### src/rtl/tempo_map_time_warp_defines.svh
// ----------------------------------------------------------------------------
// Tempo map time warp: assertion macros
// Shared concurrent assertion forms, clocked on i_clk and quiet during reset.
// ----------------------------------------------------------------------------
`ifndef TEMPO_MAP_TIME_WARP_DEFINES_SVH
`define TEMPO_MAP_TIME_WARP_DEFINES_SVH

// Consequent checked in the same cycle as the antecedent.
`define TMTW_ASSERT_NOW(lbl, ante, cons, msg) \
    lbl: assert property (@(posedge i_clk) disable iff (!i_rst_n) (ante) |-> (cons)) \
        else $error(msg);

// Consequent checked in the cycle after the antecedent.
`define TMTW_ASSERT_NEXT(lbl, ante, cons, msg) \
    lbl: assert property (@(posedge i_clk) disable iff (!i_rst_n) (ante) |=> (cons)) \
        else $error(msg);

`endif

### src/rtl/tmtw_pkg.sv
// ----------------------------------------------------------------------------
// Tempo map time warp: package
// Operation codes, controller states, control structs and the tempo decoder.
// ----------------------------------------------------------------------------
package tmtw_pkg;

    localparam int OUT_W   = 39;
    localparam int START_W = 32;
    localparam int TEMPO_W = 16;
    localparam int CODE_W  = 4;

    // Code of a factor of one; codes below it divide, codes above multiply.
    localparam logic [CODE_W-1:0] CODE_UNITY = 4'd5;

    typedef logic [1:0] t_op;
    localparam t_op OP_CLEAR  = 2'd0;
    localparam t_op OP_APPEND = 2'd1;
    localparam t_op OP_QUERY  = 2'd2;

    typedef enum logic [1:0] {
        S_IDLE,
        S_FETCH,
        S_WALK,
        S_SAT
    } t_state;

    // Commands from the controller to the datapath.
    typedef struct packed {
        logic accept;  // word taken this cycle
        logic first;   // first map entry is on the read port
        logic step;    // add a whole segment and advance
        logic last;    // add the segment that holds the query time
        logic emit;    // saturate and present the query result
    } t_cmd;

    // Status from the datapath to the controller.
    typedef struct packed {
        logic walk_req; // offered word is a query on a non-empty map
        logic go_on;    // query time lies beyond the next segment start
    } t_sts;

    // Tempo to shift code (k + 5): slow tempos scale up, fast tempos scale down.
    function automatic logic [CODE_W-1:0] tempo_code(input logic [TEMPO_W-1:0] tempo);
        logic [CODE_W-1:0] code;
        code = CODE_UNITY;
        if (tempo < 16'd2)       code = 4'd10;
        else if (tempo < 16'd4)  code = 4'd9;
        else if (tempo < 16'd8)  code = 4'd8;
        else if (tempo < 16'd16) code = 4'd7;
        else if (tempo < 16'd32) code = 4'd6;
        if (tempo > 16'd4080)      code = 4'd0;
        else if (tempo > 16'd2040) code = 4'd1;
        else if (tempo > 16'd1020) code = 4'd2;
        else if (tempo > 16'd510)  code = 4'd3;
        else if (tempo > 16'd255)  code = 4'd4;
        return code;
    endfunction

endpackage

### src/rtl/tmtw_ram.sv
// ----------------------------------------------------------------------------
// Tempo map time warp: generic RAM
// One write port and one read port with registered read data.
// ----------------------------------------------------------------------------
module tmtw_ram #(
    parameter int WIDTH = 36,
    parameter int DEPTH = 16,
    localparam int ADDR_W = (DEPTH > 1) ? $clog2(DEPTH) : 1
) (
    input  logic              i_clk,
    input  logic              i_wr_en,
    input  logic [ADDR_W-1:0] i_wr_addr,
    input  logic [WIDTH-1:0]  i_wr_data,
    input  logic [ADDR_W-1:0] i_rd_addr,
    output logic [WIDTH-1:0]  o_rd_data
);

    logic [WIDTH-1:0] r_mem [DEPTH];
    logic [WIDTH-1:0] r_rd_data;

    always_ff @(posedge i_clk) begin
        if (i_wr_en) begin
            r_mem[i_wr_addr] <= i_wr_data;
        end
        r_rd_data <= r_mem[i_rd_addr];
    end

    assign o_rd_data = r_rd_data;

endmodule

### src/rtl/tmtw_ctrl.sv
// ----------------------------------------------------------------------------
// Tempo map time warp: controller
// Sequences the segment walk of a query; other operations finish on accept.
// ----------------------------------------------------------------------------
module tmtw_ctrl
    import tmtw_pkg::*;
(
    input  logic i_clk,
    input  logic i_rst_n,
    input  logic start,
    output logic busy,
    input  t_sts i_sts,
    output t_cmd o_cmd
);

    t_state r_state;
    t_state n_state;

    always_ff @(posedge i_clk) begin
        if (!i_rst_n) begin
            r_state <= S_IDLE;
        end else begin
            r_state <= n_state;
        end
    end

    always_comb begin
        n_state = r_state;
        o_cmd   = '0;
        unique case (r_state)
            S_IDLE: begin
                o_cmd.accept = start;
                if (start && i_sts.walk_req) begin
                    n_state = S_FETCH;
                end
            end
            S_FETCH: begin
                o_cmd.first = 1'b1;
                n_state     = S_WALK;
            end
            S_WALK: begin
                if (i_sts.go_on) begin
                    o_cmd.step = 1'b1;
                end else begin
                    o_cmd.last = 1'b1;
                    n_state    = S_SAT;
                end
            end
            S_SAT: begin
                o_cmd.emit = 1'b1;
                n_state    = S_IDLE;
            end
            default: begin
                n_state = S_IDLE;
            end
        endcase
    end

    assign busy = (r_state != S_IDLE);

endmodule

### src/rtl/tmtw_dp.sv
// ----------------------------------------------------------------------------
// Tempo map time warp: datapath
// Map storage, entry count, running warp accumulator and result registers.
// ----------------------------------------------------------------------------
module tmtw_dp
    import tmtw_pkg::*;
#(
    parameter int MAX_SEGMENTS = 16
) (
    input  logic                      i_clk,
    input  logic                      i_rst_n,
    input  t_op                       i_op,
    input  logic signed [START_W-1:0] i_segment_start,
    input  logic [TEMPO_W-1:0]        i_segment_tempo,
    input  logic signed [START_W-1:0] i_query_time,
    input  t_cmd                      i_cmd,
    output t_sts                      o_sts,
    output logic                      o_done,
    output logic signed [OUT_W-1:0]   o_mapped_time,
    output logic                      o_status
);

    localparam int IDX_W  = (MAX_SEGMENTS > 1) ? $clog2(MAX_SEGMENTS) : 1;
    localparam int CNT_W  = $clog2(MAX_SEGMENTS + 1);
    localparam int ACC_W  = 40 + $clog2(MAX_SEGMENTS);
    localparam int SUM_W  = ACC_W + 6;
    localparam int DIFF_W = START_W + 1;
    localparam int ENT_W  = START_W + CODE_W;

    localparam logic signed [ACC_W-1:0] SAT_HI =
        {{(ACC_W-OUT_W+1){1'b0}}, {(OUT_W-1){1'b1}}};
    localparam logic signed [ACC_W-1:0] SAT_LO =
        {{(ACC_W-OUT_W+1){1'b1}}, {(OUT_W-1){1'b0}}};

    logic [CNT_W-1:0]          r_count;
    logic [CNT_W-1:0]          r_idx;
    logic signed [START_W-1:0] r_qt;
    logic signed [START_W-1:0] r_prev_start;
    logic [CODE_W-1:0]         r_prev_code;
    logic signed [ACC_W-1:0]   r_acc;
    logic                      r_done;
    logic signed [OUT_W-1:0]   r_mapped;
    logic                      r_status;

    logic                      w_full;
    logic                      w_wr_en;
    logic [IDX_W-1:0]          w_rd_addr;
    logic [CNT_W:0]            w_idx_p1;
    logic [CNT_W:0]            w_idx_p2;
    logic [ENT_W-1:0]          w_rd_data;
    logic signed [START_W-1:0] w_rd_start;
    logic [CODE_W-1:0]         w_rd_code;
    logic signed [START_W-1:0] w_end;
    logic signed [DIFF_W-1:0]  w_d;
    logic [2:0]                w_up_sh;
    logic [2:0]                w_dn_sh;
    logic signed [ACC_W-1:0]   w_d_acc;
    logic signed [ACC_W-1:0]   w_up;
    logic signed [SUM_W-1:0]   w_acc_s;
    logic signed [SUM_W-1:0]   w_d_s;
    logic signed [SUM_W-1:0]   w_sum;
    logic signed [SUM_W-1:0]   w_flo;
    logic [SUM_W-1:0]          w_mask;
    logic                      w_rnd;
    logic [SUM_W-1:0]          w_dn;
    logic signed [ACC_W-1:0]   w_next;
    logic signed [OUT_W-1:0]   w_sat;
    logic                      w_emit_now;

    assign w_full  = (r_count == CNT_W'(MAX_SEGMENTS));
    assign w_wr_en = i_cmd.accept && (i_op == OP_APPEND) && !w_full;

    assign w_idx_p1 = {1'b0, r_idx} + (CNT_W+1)'(1);
    assign w_idx_p2 = {1'b0, r_idx} + (CNT_W+1)'(2);

    // The walk keeps one entry ahead on the read port: the next start
    // decides whether the current segment is passed whole.
    always_comb begin
        if (i_cmd.accept) begin
            w_rd_addr = '0;
        end else if (i_cmd.first) begin
            w_rd_addr = IDX_W'(1);
        end else begin
            w_rd_addr = w_idx_p2[IDX_W-1:0];
        end
    end

    tmtw_ram #(
        .WIDTH (ENT_W),
        .DEPTH (MAX_SEGMENTS)
    ) u_map (
        .i_clk     (i_clk),
        .i_wr_en   (w_wr_en),
        .i_wr_addr (r_count[IDX_W-1:0]),
        .i_wr_data ({i_segment_start, tempo_code(i_segment_tempo)}),
        .i_rd_addr (w_rd_addr),
        .o_rd_data (w_rd_data)
    );

    assign w_rd_start = w_rd_data[ENT_W-1:CODE_W];
    assign w_rd_code  = w_rd_data[CODE_W-1:0];

    assign o_sts.walk_req = (i_op == OP_QUERY) && (r_count != '0);
    assign o_sts.go_on    = (w_idx_p1 < {1'b0, r_count}) && (r_qt > w_rd_start);

    // Segment length: to the next start, or to the query time on the last one.
    assign w_end = i_cmd.last ? r_qt : w_rd_start;
    assign w_d   = {w_end[START_W-1], w_end} - {r_prev_start[START_W-1], r_prev_start};

    assign w_up_sh = 3'(r_prev_code - CODE_UNITY);
    assign w_dn_sh = 3'(CODE_UNITY - r_prev_code);

    assign w_d_acc = {{(ACC_W-DIFF_W){w_d[DIFF_W-1]}}, w_d};
    assign w_up    = r_acc + (w_d_acc <<< w_up_sh);

    // Fractional factor: scale the sum up, add, then divide back with
    // truncation toward zero (floor shift, plus one for inexact negatives).
    assign w_acc_s = {{(SUM_W-ACC_W){r_acc[ACC_W-1]}}, r_acc};
    assign w_d_s   = {{(SUM_W-DIFF_W){w_d[DIFF_W-1]}}, w_d};
    assign w_sum   = (w_acc_s <<< w_dn_sh) + w_d_s;
    assign w_flo   = w_sum >>> w_dn_sh;
    assign w_mask  = (SUM_W'(1) << w_dn_sh) - SUM_W'(1);
    assign w_rnd   = w_sum[SUM_W-1] && ((w_sum & w_mask) != '0);
    assign w_dn    = w_flo + SUM_W'(w_rnd);

    assign w_next = (r_prev_code >= CODE_UNITY) ? w_up : w_dn[ACC_W-1:0];

    always_comb begin
        if (r_acc > SAT_HI) begin
            w_sat = SAT_HI[OUT_W-1:0];
        end else if (r_acc < SAT_LO) begin
            w_sat = SAT_LO[OUT_W-1:0];
        end else begin
            w_sat = r_acc[OUT_W-1:0];
        end
    end

    assign w_emit_now = i_cmd.accept && !o_sts.walk_req;

    always_ff @(posedge i_clk) begin
        if (!i_rst_n) begin
            r_count <= '0;
            r_done  <= 1'b0;
        end else begin
            r_done <= w_emit_now || i_cmd.emit;
            if (i_cmd.accept && (i_op == OP_CLEAR)) begin
                r_count <= '0;
            end else if (w_wr_en) begin
                r_count <= r_count + CNT_W'(1);
            end
        end
    end

    always_ff @(posedge i_clk) begin
        if (i_cmd.accept) begin
            r_qt <= i_query_time;
        end
        if (i_cmd.first) begin
            r_idx        <= '0;
            r_acc        <= '0;
            r_prev_start <= w_rd_start;
            r_prev_code  <= w_rd_code;
        end else if (i_cmd.step) begin
            r_idx        <= w_idx_p1[CNT_W-1:0];
            r_acc        <= w_next;
            r_prev_start <= w_rd_start;
            r_prev_code  <= w_rd_code;
        end else if (i_cmd.last) begin
            r_acc <= w_next;
        end
        if (w_emit_now) begin
            r_status <= (i_op == OP_APPEND) && w_full;
            if (i_op == OP_QUERY) begin
                r_mapped <= {{(OUT_W-START_W){i_query_time[START_W-1]}}, i_query_time};
            end else begin
                r_mapped <= '0;
            end
        end else if (i_cmd.emit) begin
            r_status <= 1'b0;
            r_mapped <= w_sat;
        end
    end

    assign o_done        = r_done;
    assign o_mapped_time = r_mapped;
    assign o_status      = r_status;

endmodule

### src/rtl/tempo_map_time_warp.sv
// ----------------------------------------------------------------------------
// Tempo map time warp
// Tempo map of up to MAX_SEGMENTS segments with clear, append and query.
// ----------------------------------------------------------------------------
// A word is taken when start is high and busy is low. Clear, append and a
// query on an empty map raise o_done in the next cycle. A query on a non-empty
// map walks the stored segments one per clock through the single read port of
// the map memory: busy is high in S_FETCH, S_WALK and S_SAT, and S_WALK passes
// w whole segments (at most MAX_SEGMENTS - 1), then the last one. o_done rises
// in the same cycle as busy falls. Each result is shown for exactly one cycle
// and cannot be held off, so the receiver must take it then.
// ----------------------------------------------------------------------------
`include "tempo_map_time_warp_defines.svh"

module tempo_map_time_warp
    import tmtw_pkg::*;
#(
    parameter int MAX_SEGMENTS = 16
) (
    input  logic                      i_clk,
    input  logic                      i_rst_n,
    input  logic                      start,
    output logic                      busy,
    input  logic [1:0]                i_op,
    input  logic signed [START_W-1:0] i_segment_start,
    input  logic [TEMPO_W-1:0]        i_segment_tempo,
    input  logic signed [START_W-1:0] i_query_time,
    output logic                      o_done,
    output logic signed [OUT_W-1:0]   o_mapped_time,
    output logic                      o_status
);

    t_cmd w_cmd;
    t_sts w_sts;

    tmtw_ctrl u_ctrl (
        .i_clk   (i_clk),
        .i_rst_n (i_rst_n),
        .start   (start),
        .busy    (busy),
        .i_sts   (w_sts),
        .o_cmd   (w_cmd)
    );

    tmtw_dp #(
        .MAX_SEGMENTS (MAX_SEGMENTS)
    ) u_dp (
        .i_clk           (i_clk),
        .i_rst_n         (i_rst_n),
        .i_op            (i_op),
        .i_segment_start (i_segment_start),
        .i_segment_tempo (i_segment_tempo),
        .i_query_time    (i_query_time),
        .i_cmd           (w_cmd),
        .o_sts           (w_sts),
        .o_done          (o_done),
        .o_mapped_time   (o_mapped_time),
        .o_status        (o_status)
    );

    // A word that needs no walk is answered in the very next cycle.
    `TMTW_ASSERT_NEXT(a_quick_done, w_cmd.accept && !w_sts.walk_req, o_done, "quick op lost")

    // A finished walk presents its result and frees the block together.
    `TMTW_ASSERT_NEXT(a_walk_done, w_cmd.emit, o_done && !busy, "walk result lost")

    // A dropped append never carries a warped time.
    `TMTW_ASSERT_NOW(a_drop_zero, o_done && o_status, o_mapped_time == '0, "bad drop word")

endmodule

### config.mk
export PLATFORM = sky130hd
export DESIGN_NAME = tempo_map_time_warp
export DESIGN_NICKNAME = d
export VERILOG_FILES = /design/src/rtl/tmtw_pkg.sv /design/src/rtl/tmtw_ram.sv /design/src/rtl/tmtw_ctrl.sv /design/src/rtl/tmtw_dp.sv /design/src/rtl/tempo_map_time_warp.sv
export VERILOG_INCLUDE_DIRS = /design/src /design/src/rtl
export SDC_FILE = /design/constraint.sdc
export NUM_CORES = 2
export LEC_CHECK = 0
export ABC_AREA = 1
export BUFFER_PORTS_ARGS = -buffer_cell sky130_fd_sc_hd__buf_2
export CORE_UTILIZATION = 30
export CTS_CLUSTER_SIZE = 30
export DETAILED_ROUTE_END_ITERATION = 8
export PLACE_DENSITY_LB_ADDON = 0.3
export SLEW_MARGIN = 15
export SYNTH_ARGS = -nofsm -noshare
export SYNTH_HDL_FRONTEND = slang
export SYNTH_SLANG_ARGS = --single-unit
### constraint.sdc
create_clock -name i_clk -period 10.1 [get_ports i_clk]
set_clock_uncertainty 0.1 [all_clocks]
set_input_delay 2.02 -clock i_clk [delete_from_list [all_inputs] [get_ports i_clk]]
set_output_delay 2.02 -clock i_clk [all_outputs]
set_load 0.05 [all_outputs]
=== Word-level counts from Yosys, hierarchy flattened ===
Memories as Yosys holds them, arrays and structs flattened. A register that Yosys moved wholly into a read port is not among the register bits.
Cells that the tools add are included.

* Logic and storage cells: 110
* Bits in latches: 0
* Memories: 1
* Bits in registers: 165
* ROM bits: 0
* Memory bits (writable): 576
* Output and inout bits: 42
* Bits of input ports: 85

{| class="wikitable"
|+ Memories
! name !! depth !! bits a word !! read ports !! clocked after Yosys merged registers in !! wr ports !! RTL line !! source
|-
| u_dp.u_map.r_mem || 16 || 36 || 1 || 1 || 1 || tmtw_ram.sv:18 || <nowiki>logic [WIDTH-1:0] r_mem [DEPTH];</nowiki>
|}

* Equal/unequal tests: 8
* Mux-type cells: 38
* Reductions and logical operators: 22
* Shift-type cells: 4
* $lt $le $gt $ge: 15
* Add/subtract/negate cells: 10
* Bitwise operators: 2
* Multiply operators: 0
* Divide/modulo/power cells: 0

{| class="wikitable"
|+ Operator list
! cell !! number
|-
| 2-to-1 mux 39 bit || 5
|-
| 2-to-1 mux 44 bit || 3
|-
| 2-to-1 mux 32 bit || 3
|-
| 2-to-1 mux 4 bit || 13
|-
| adder 50 x 33 -> 50 bit || 1
|-
| bitwise AND 50 bit || 1
|-
| nonzero test 50 bit || 1
|-
| left shift 1 x 3 -> 50 bit, first input constant || 1
|-
| <<< shifter 44 x 3 -> 50 bit || 1
|-
| >>> shifter 50 x 3 -> 44 bit || 1
|-
| subtractor 50 x 2 -> 50 bit, second input constant || 1
|-
| adder 44 x 1 -> 44 bit || 1
|-
| adder 44 bit || 1
|-
| greater-than comparator 44 x 39 -> 1 bit, second input constant || 1
|-
| less-than comparator 44 x 39 -> 1 bit, second input constant || 1
|-
| <<< shifter 33 x 3 -> 44 bit || 1
|-
| subtractor 32 x 32 -> 33 bit || 1
|-
| greater-than comparator 32 bit || 1
|-
| greater-than comparator 16 x 10 -> 1 bit, second input constant || 1
|-
| greater-than comparator 16 x 11 -> 1 bit, second input constant || 1
|-
| greater-than comparator 16 x 12 -> 1 bit, second input constant || 1
|-
| greater-than comparator 16 x 8 -> 1 bit, second input constant || 1
|-
| greater-than comparator 16 x 9 -> 1 bit, second input constant || 1
|-
| less-than comparator 16 x 2 -> 1 bit, second input constant || 1
|-
| 28 further kinds || 55
|}

=== Longest topological paths before layout ===
* Depth in word-level cells: 15
* Gate-level depth with buffers: 73
* Depth with buffers taken out: 73

=== Modules after synthesis ===
Synthesis repeated with hierarchy kept, for this count alone.

* Cell total of the unflattened synthesis: 5835
* Area total of the unflattened synthesis: 46901.2 um^2

{| class="wikitable"
|+ By module, submodules not included
! module !! cells each !! times used !! area an instance (um^2)
|-
| tmtw_ram || 2379 || 1 || 25394.4
|-
| tmtw_dp || 3431 || 1 || 21330.5
|-
| tmtw_ctrl || 25 || 1 || 176.4
|}

=== Worst setup path after synthesis ===
OpenSTA, ideal clock, no wires.

* Kind: reg-to-reg
* Start point: register u_dp.r_idx[0]
* End point: register u_dp.r_acc[40]
* Clock period less this slack: 8.396 ns
* Cell stages (with the launch flop): 67
* Buffers on the path: 1
* Setup slack: 1.704 ns
* Arrival: 8.174 ns
* Required time: 9.878 ns
* Cells stage by stage: dfxtp_1 ha_1 ha_1 a21oi_1 o21bai_1 a21oi_1 nor2_1 a41oi_1 nand3_1 or2_2 nand2_1 clkbuf_1 a21oi_1 ha_1 a21oi_1 nand2_1 nand2_1 nand2_1 (+31 left out) ha_1 nand3_1 nor2_2 nand3_2 nor2_1 nand4_1 nor2_1 nand2_1 nor2_1 nand2_1 nor2_4 nand2_2 nor2_4 nand2_1 nand2_1 inv_1 nand2_1 a21oi_2

* Longest elaborated chain between the ends: 15

{| class="wikitable"
|+ Ends and longest elaborated chain
! item !! RTL line !! source
|-
| from (decl) || tmtw_dp.sv:36 || <nowiki>logic [CNT_W-1:0] r_idx;</nowiki>
|-
| from (signal assigned) || tmtw_dp.sv:164 || <nowiki>r_idx <= w_idx_p1[CNT_W-1:0];</nowiki>
|-
| adder 5 x 1 -> 6 bit * || tmtw_dp.sv:73 || <nowiki>assign w_idx_p1 = {1'b0, r_idx} + (CNT_W+1)'(1);</nowiki>
|-
| named net u_dp.w_idx_p1[1] || tmtw_dp.sv:48 || <nowiki>logic [CNT_W:0] w_idx_p1;</nowiki>
|-
| less-than comparator 6 x 5 -> 1 bit * || tmtw_dp.sv:104 || <nowiki>assign o_sts.go_on = (w_idx_p1 < {1'b0, r_count}) && (r_qt > w_rd_start);</nowiki>
|-
| logical AND 1 bit * || tmtw_dp.sv:104 ||
|-
| 2-to-1 mux 1 bit || tmtw_ctrl.sv:42 || <nowiki>if (i_sts.go_on) begin</nowiki>
|-
| 2-to-1 mux 2 bit * || tmtw_ctrl.sv:30 || <nowiki>unique case (r_state)</nowiki>
|-
| 2-to-1 mux 32 bit || tmtw_dp.sv:107 || <nowiki>assign w_end = i_cmd.last ? r_qt : w_rd_start;</nowiki>
|-
| subtractor 32 x 32 -> 33 bit || tmtw_dp.sv:108 || <nowiki>assign w_d = {w_end[START_W-1], w_end} - {r_prev_start[START_W-1], r_prev_start};</nowiki>
|-
| adder 50 x 33 -> 50 bit || tmtw_dp.sv:120 || <nowiki>assign w_sum = (w_acc_s <<< w_dn_sh) + w_d_s;</nowiki>
|-
| bitwise AND 50 bit || tmtw_dp.sv:123 || <nowiki>assign w_rnd = w_sum[SUM_W-1] && ((w_sum & w_mask) != '0);</nowiki>
|-
| nonzero test 50 bit || tmtw_dp.sv:123 ||
|-
| logical AND 1 bit || tmtw_dp.sv:123 ||
|-
| adder 44 x 1 -> 44 bit || tmtw_dp.sv:124 || <nowiki>assign w_dn = w_flo + SUM_W'(w_rnd);</nowiki>
|-
| 2-to-1 mux 44 bit || tmtw_dp.sv:126 || <nowiki>assign w_next = (r_prev_code >= CODE_UNITY) ? w_up : w_dn[ACC_W-1:0];</nowiki>
|-
| 2-to-1 mux 44 bit || tmtw_dp.sv:168 || <nowiki>end else if (i_cmd.last) begin</nowiki>
|-
| 2-to-1 mux 44 bit || tmtw_dp.sv:163 || <nowiki>end else if (i_cmd.step) begin</nowiki>
|-
| to (signal assigned) || tmtw_dp.sv:165 || <nowiki>r_acc <= w_next;</nowiki>
|-
| to (signal assigned) || tmtw_dp.sv:169 || <nowiki>r_acc <= w_next;</nowiki>
|-
| to (decl) || tmtw_dp.sv:40 || <nowiki>logic signed [ACC_W-1:0] r_acc;</nowiki>
|}

The timed path passes the listed nets; every way through them passes the cells marked *. The select of a mux whose other input is x is not followed.
A chain may end at the register's enable or synchronous reset.

=== Worst setup path after layout ===
* Start point: register u_dp.r_qt[1]
* End point: register u_dp.r_acc[42]

* Longest elaborated chain between the ends: 14

{| class="wikitable"
|+ Ends and longest elaborated chain
! item !! RTL line !! source
|-
| from (decl) || tmtw_dp.sv:37 || <nowiki>logic signed [START_W-1:0] r_qt;</nowiki>
|-
| from (signal assigned) || tmtw_dp.sv:156 || <nowiki>r_qt <= i_query_time;</nowiki>
|-
| greater-than comparator 32 bit || tmtw_dp.sv:104 ||
|-
| logical AND 1 bit || tmtw_dp.sv:104 ||
|-
| 2-to-1 mux 1 bit || tmtw_ctrl.sv:42 ||
|-
| 2-to-1 mux 2 bit || tmtw_ctrl.sv:30 ||
|-
| 2-to-1 mux 32 bit || tmtw_dp.sv:107 ||
|-
| subtractor 32 x 32 -> 33 bit || tmtw_dp.sv:108 ||
|-
| adder 50 x 33 -> 50 bit || tmtw_dp.sv:120 ||
|-
| bitwise AND 50 bit || tmtw_dp.sv:123 ||
|-
| nonzero test 50 bit || tmtw_dp.sv:123 ||
|-
| logical AND 1 bit || tmtw_dp.sv:123 ||
|-
| adder 44 x 1 -> 44 bit || tmtw_dp.sv:124 ||
|-
| 2-to-1 mux 44 bit || tmtw_dp.sv:126 ||
|-
| 2-to-1 mux 44 bit || tmtw_dp.sv:168 ||
|-
| 2-to-1 mux 44 bit || tmtw_dp.sv:163 ||
|}

Parallel ways exist; a longest one is shown, timed or not. The select of a mux whose other input is x is not followed.

==> metrics.txt <==
grt ovf=0; slew margin rel.=22.2%; Max Fclk=107 MHz; highest routing layer actually used=met5; cells after synthesis=approximately 5.0k; max incr delay on CP=0.44 ns; critical path launch point=u_dp.r_qt[1]; Most common cell on crit path=nand2_1; first-pass GRT wire length=223000 um; Pins Over Slew Limit=0; Max-Cap Viols=0; I/O Buffers=126; Die Ht=389 um; CTS HTree Levels=3; CTS Buffer Depth=3; dpl hpwl=102000 um; Final Hold Viols=0; met3 wire len=10800 um; Hold Crit Class=register to register; family with the most delay on the worst path=simple AND/OR/NAND/NOR gates; # setup viols final=0; Critical Path AT=9.88 ns; antenna viol nets, final=0; WL met1=a little under 70000 um; Final Util=34.5%; CTS Root Buffer Type=clkbuf_16; R2R Path Start=u_dp.r_qt[1]; R2R Setup Slk=0.74 ns; status=complete, no violations; EDFF count, synth=684; Main synth FF type=edfxtp_1; synth top area cells=edfxtp_1, nand2_1, o21ai_0; synthesis-stage register bit count=777; Post-synth ARST share=0%; cts hold-fix bufs=0; mapped cell area=45000 um2; Buf/Inv on CP=6; nets=5357; Setup TNS Final=0 ns; Critical Path End Type=register; CP startpoint kind=register; Slew @ Worst Pin=1.16 ns; CTS buffer count=84; core area=148000 um2; register area share after synthesis=49.8%; First-pass DRT Iterations=8; Data required, critical path=10.62 ns; clk slew on worst S/H paths=around 0.06 ns; clk sinks=777; Max Fanout on Critical Path=5; DR iter-0 viols=3704; Vias=37.5k; final worst path period share=approximately 90%; Cell Rows=approximately 140; hold wc startpoint=u_dp.u_map.o_rd_data[0]; vias in the first global route=35.1k; ratio of cells with drive above 1 in the final layout=11.6%; Routed WL=151000 um; total track usage=19.3%; WL per Instance=~21 um; CTS tree=done; DR WL met2=68500 um; syn_nets=5299; P&R area growth vs syn=13.6%; Critical-path top delay cell=ha_1; Yosys top cell area share=45.7%; Syn Area/Cell=~8.9 um2; DRC=0; YS warnings=0; pin count of the biggest net entering global routing=151; GP Congestion=0.963; IO Pins=127; Die W=between 300 and 400 um; cell accounting for the most synthesized area=edfxtp_1; die area=151000 um2; initial antenna violation count=24; Crit Path Class=register to register; worst skew pair latency=0.70 ns; synth unique cells=69; initial core utilization=30.3%; vias per cell=5.28; min Tclk post-route=9.36 ns
-- cells in the mapped netlist (4+ instances only) --
library cell,count
nor3_1,48
and2_1,6
o21ai_1,12
nor2_4,12
or2_2,10
mux2i_1,142
inv_2,20
clkbuf_8,4
nor2_1,358
clkinv_1,6
a211oi_1,5
nand3_2,27
nand3b_1,9
a21oi_1,473
a21boi_0,4
inv_1,410
edfxtp_1,684
o21a_1,13
nor4_1,5
nand2_2,51
clkbuf_1,191
nand3_1,359
a21oi_2,8
o21ai_0,555
nor2_2,17
o32ai_1,50
buf_1,27
o22ai_1,60
xnor2_1,20
o21ai_2,8
buf_2,23
dfxtp_1,93
a21o_1,6
o211ai_1,24
xor2_1,42
ha_1,178
nand2_1,889
o21bai_1,13
nand4_1,35
a31oi_1,54
o221ai_1,38
-- metal layers --
metal,vias to the layer above,global-route usage [%]
li1,18000,-
met1,18000,26.9
met2,1279,31.0
met3,220,3.20
met4,8,4.93
met5,-,0
-- path summary, 6_finish.rpt --
path                          to  cells after the start
min          u_dp.r_prev_code[0]                      0
max               u_dp.r_acc[42]                     61
max reg2reg       u_dp.r_acc[42]                     61
min reg2reg  u_dp.r_prev_code[0]                      0
-- cell usage in the layout (no fill, tap or decap), types with 26 or more instances in the layout --
master,n
a21oi_1,466
a31oi_1,53
buf_2,126
buf_4,92
clkbuf_16,84
dfxtp_1,91
edfxtp_1,684
ha_1,173
inv_1,409
mux2i_1,142
nand2_1,872
nand2_2,62
nand3_1,356
nand3_2,30
nand4_1,35
nor2_1,336
nor2_2,26
nor3_1,42
o21ai_0,550
o221ai_1,37
o22ai_1,60
o32ai_1,50
xor2_1,39
-- state kept, by name (all words and copies together), names as in the netlist --
signal,flops
u_ctrl.r_state,2
u_dp.o_status,1
u_dp.r_acc,44
u_dp.r_qt,32
u_dp.u_map.o_rd_data,36
u_dp.r_prev_code,4
u_dp.o_mapped_time,39
u_dp.u_map.r_mem,576
u_dp.r_idx,5
u_dp.r_prev_start,32
u_dp.r_count,5
u_dp.o_done,1
-- metrics by stage --
step / hold WS [ns] / setup slack [ns] / instances / cell area [um2]
after CTS: 0.311 / 0.131 / 7078 / 50700
after floorplan: 0.286 / 1.70 / 5033 / 45000
final: 0.315 / 0.740 / 7093 / 51100
after global routing: 0.332 / -0.0202 / 7090 / 51000
after global placement: 0.296 / 0.239 / 6923 / 47800
after detailed placement: 0.302 / 0.192 / 6923 / 47800
-- final cells by class --
class | count | area (um2)
Timing Repair Buffer | 221 | 1370
Clock buffer | 98 | 2160
Inverter | 439 | 1670
Clock inverter | 57 | 752
Multi-Input combinational cell | 3568 | 20300
Fill cell | 15200 | 97100
Antenna cell | 3 | 7.51
Tap cell | 1930 | 2410
Sequential cell | 777 | 22400
-- cell families after synthesis --
| logic type | Yosys count | synth area share, % |
|---|---|---|
| compound gates | 1339 | 16.6 |
| xor+xnor | 63 | 1.24 |
| fa+ha+maj | 181 | 5.09 |
| buf+inv | 690 | 6.00 |
| flops | 777 | 49.8 |
| mux | 142 | 3.16 |
| simple gates | 1841 | 18.1 |
-- what timing repair did --
action / CTS / global route
gates resized for setup: 0 / 60
setup endpoints to repair: 0 / 39
setup buffers: 0 / 10
Power is left out: the tool's default activity adds up to more than one toggle a clock period on the data nets, which glitch-free logic cannot reach.
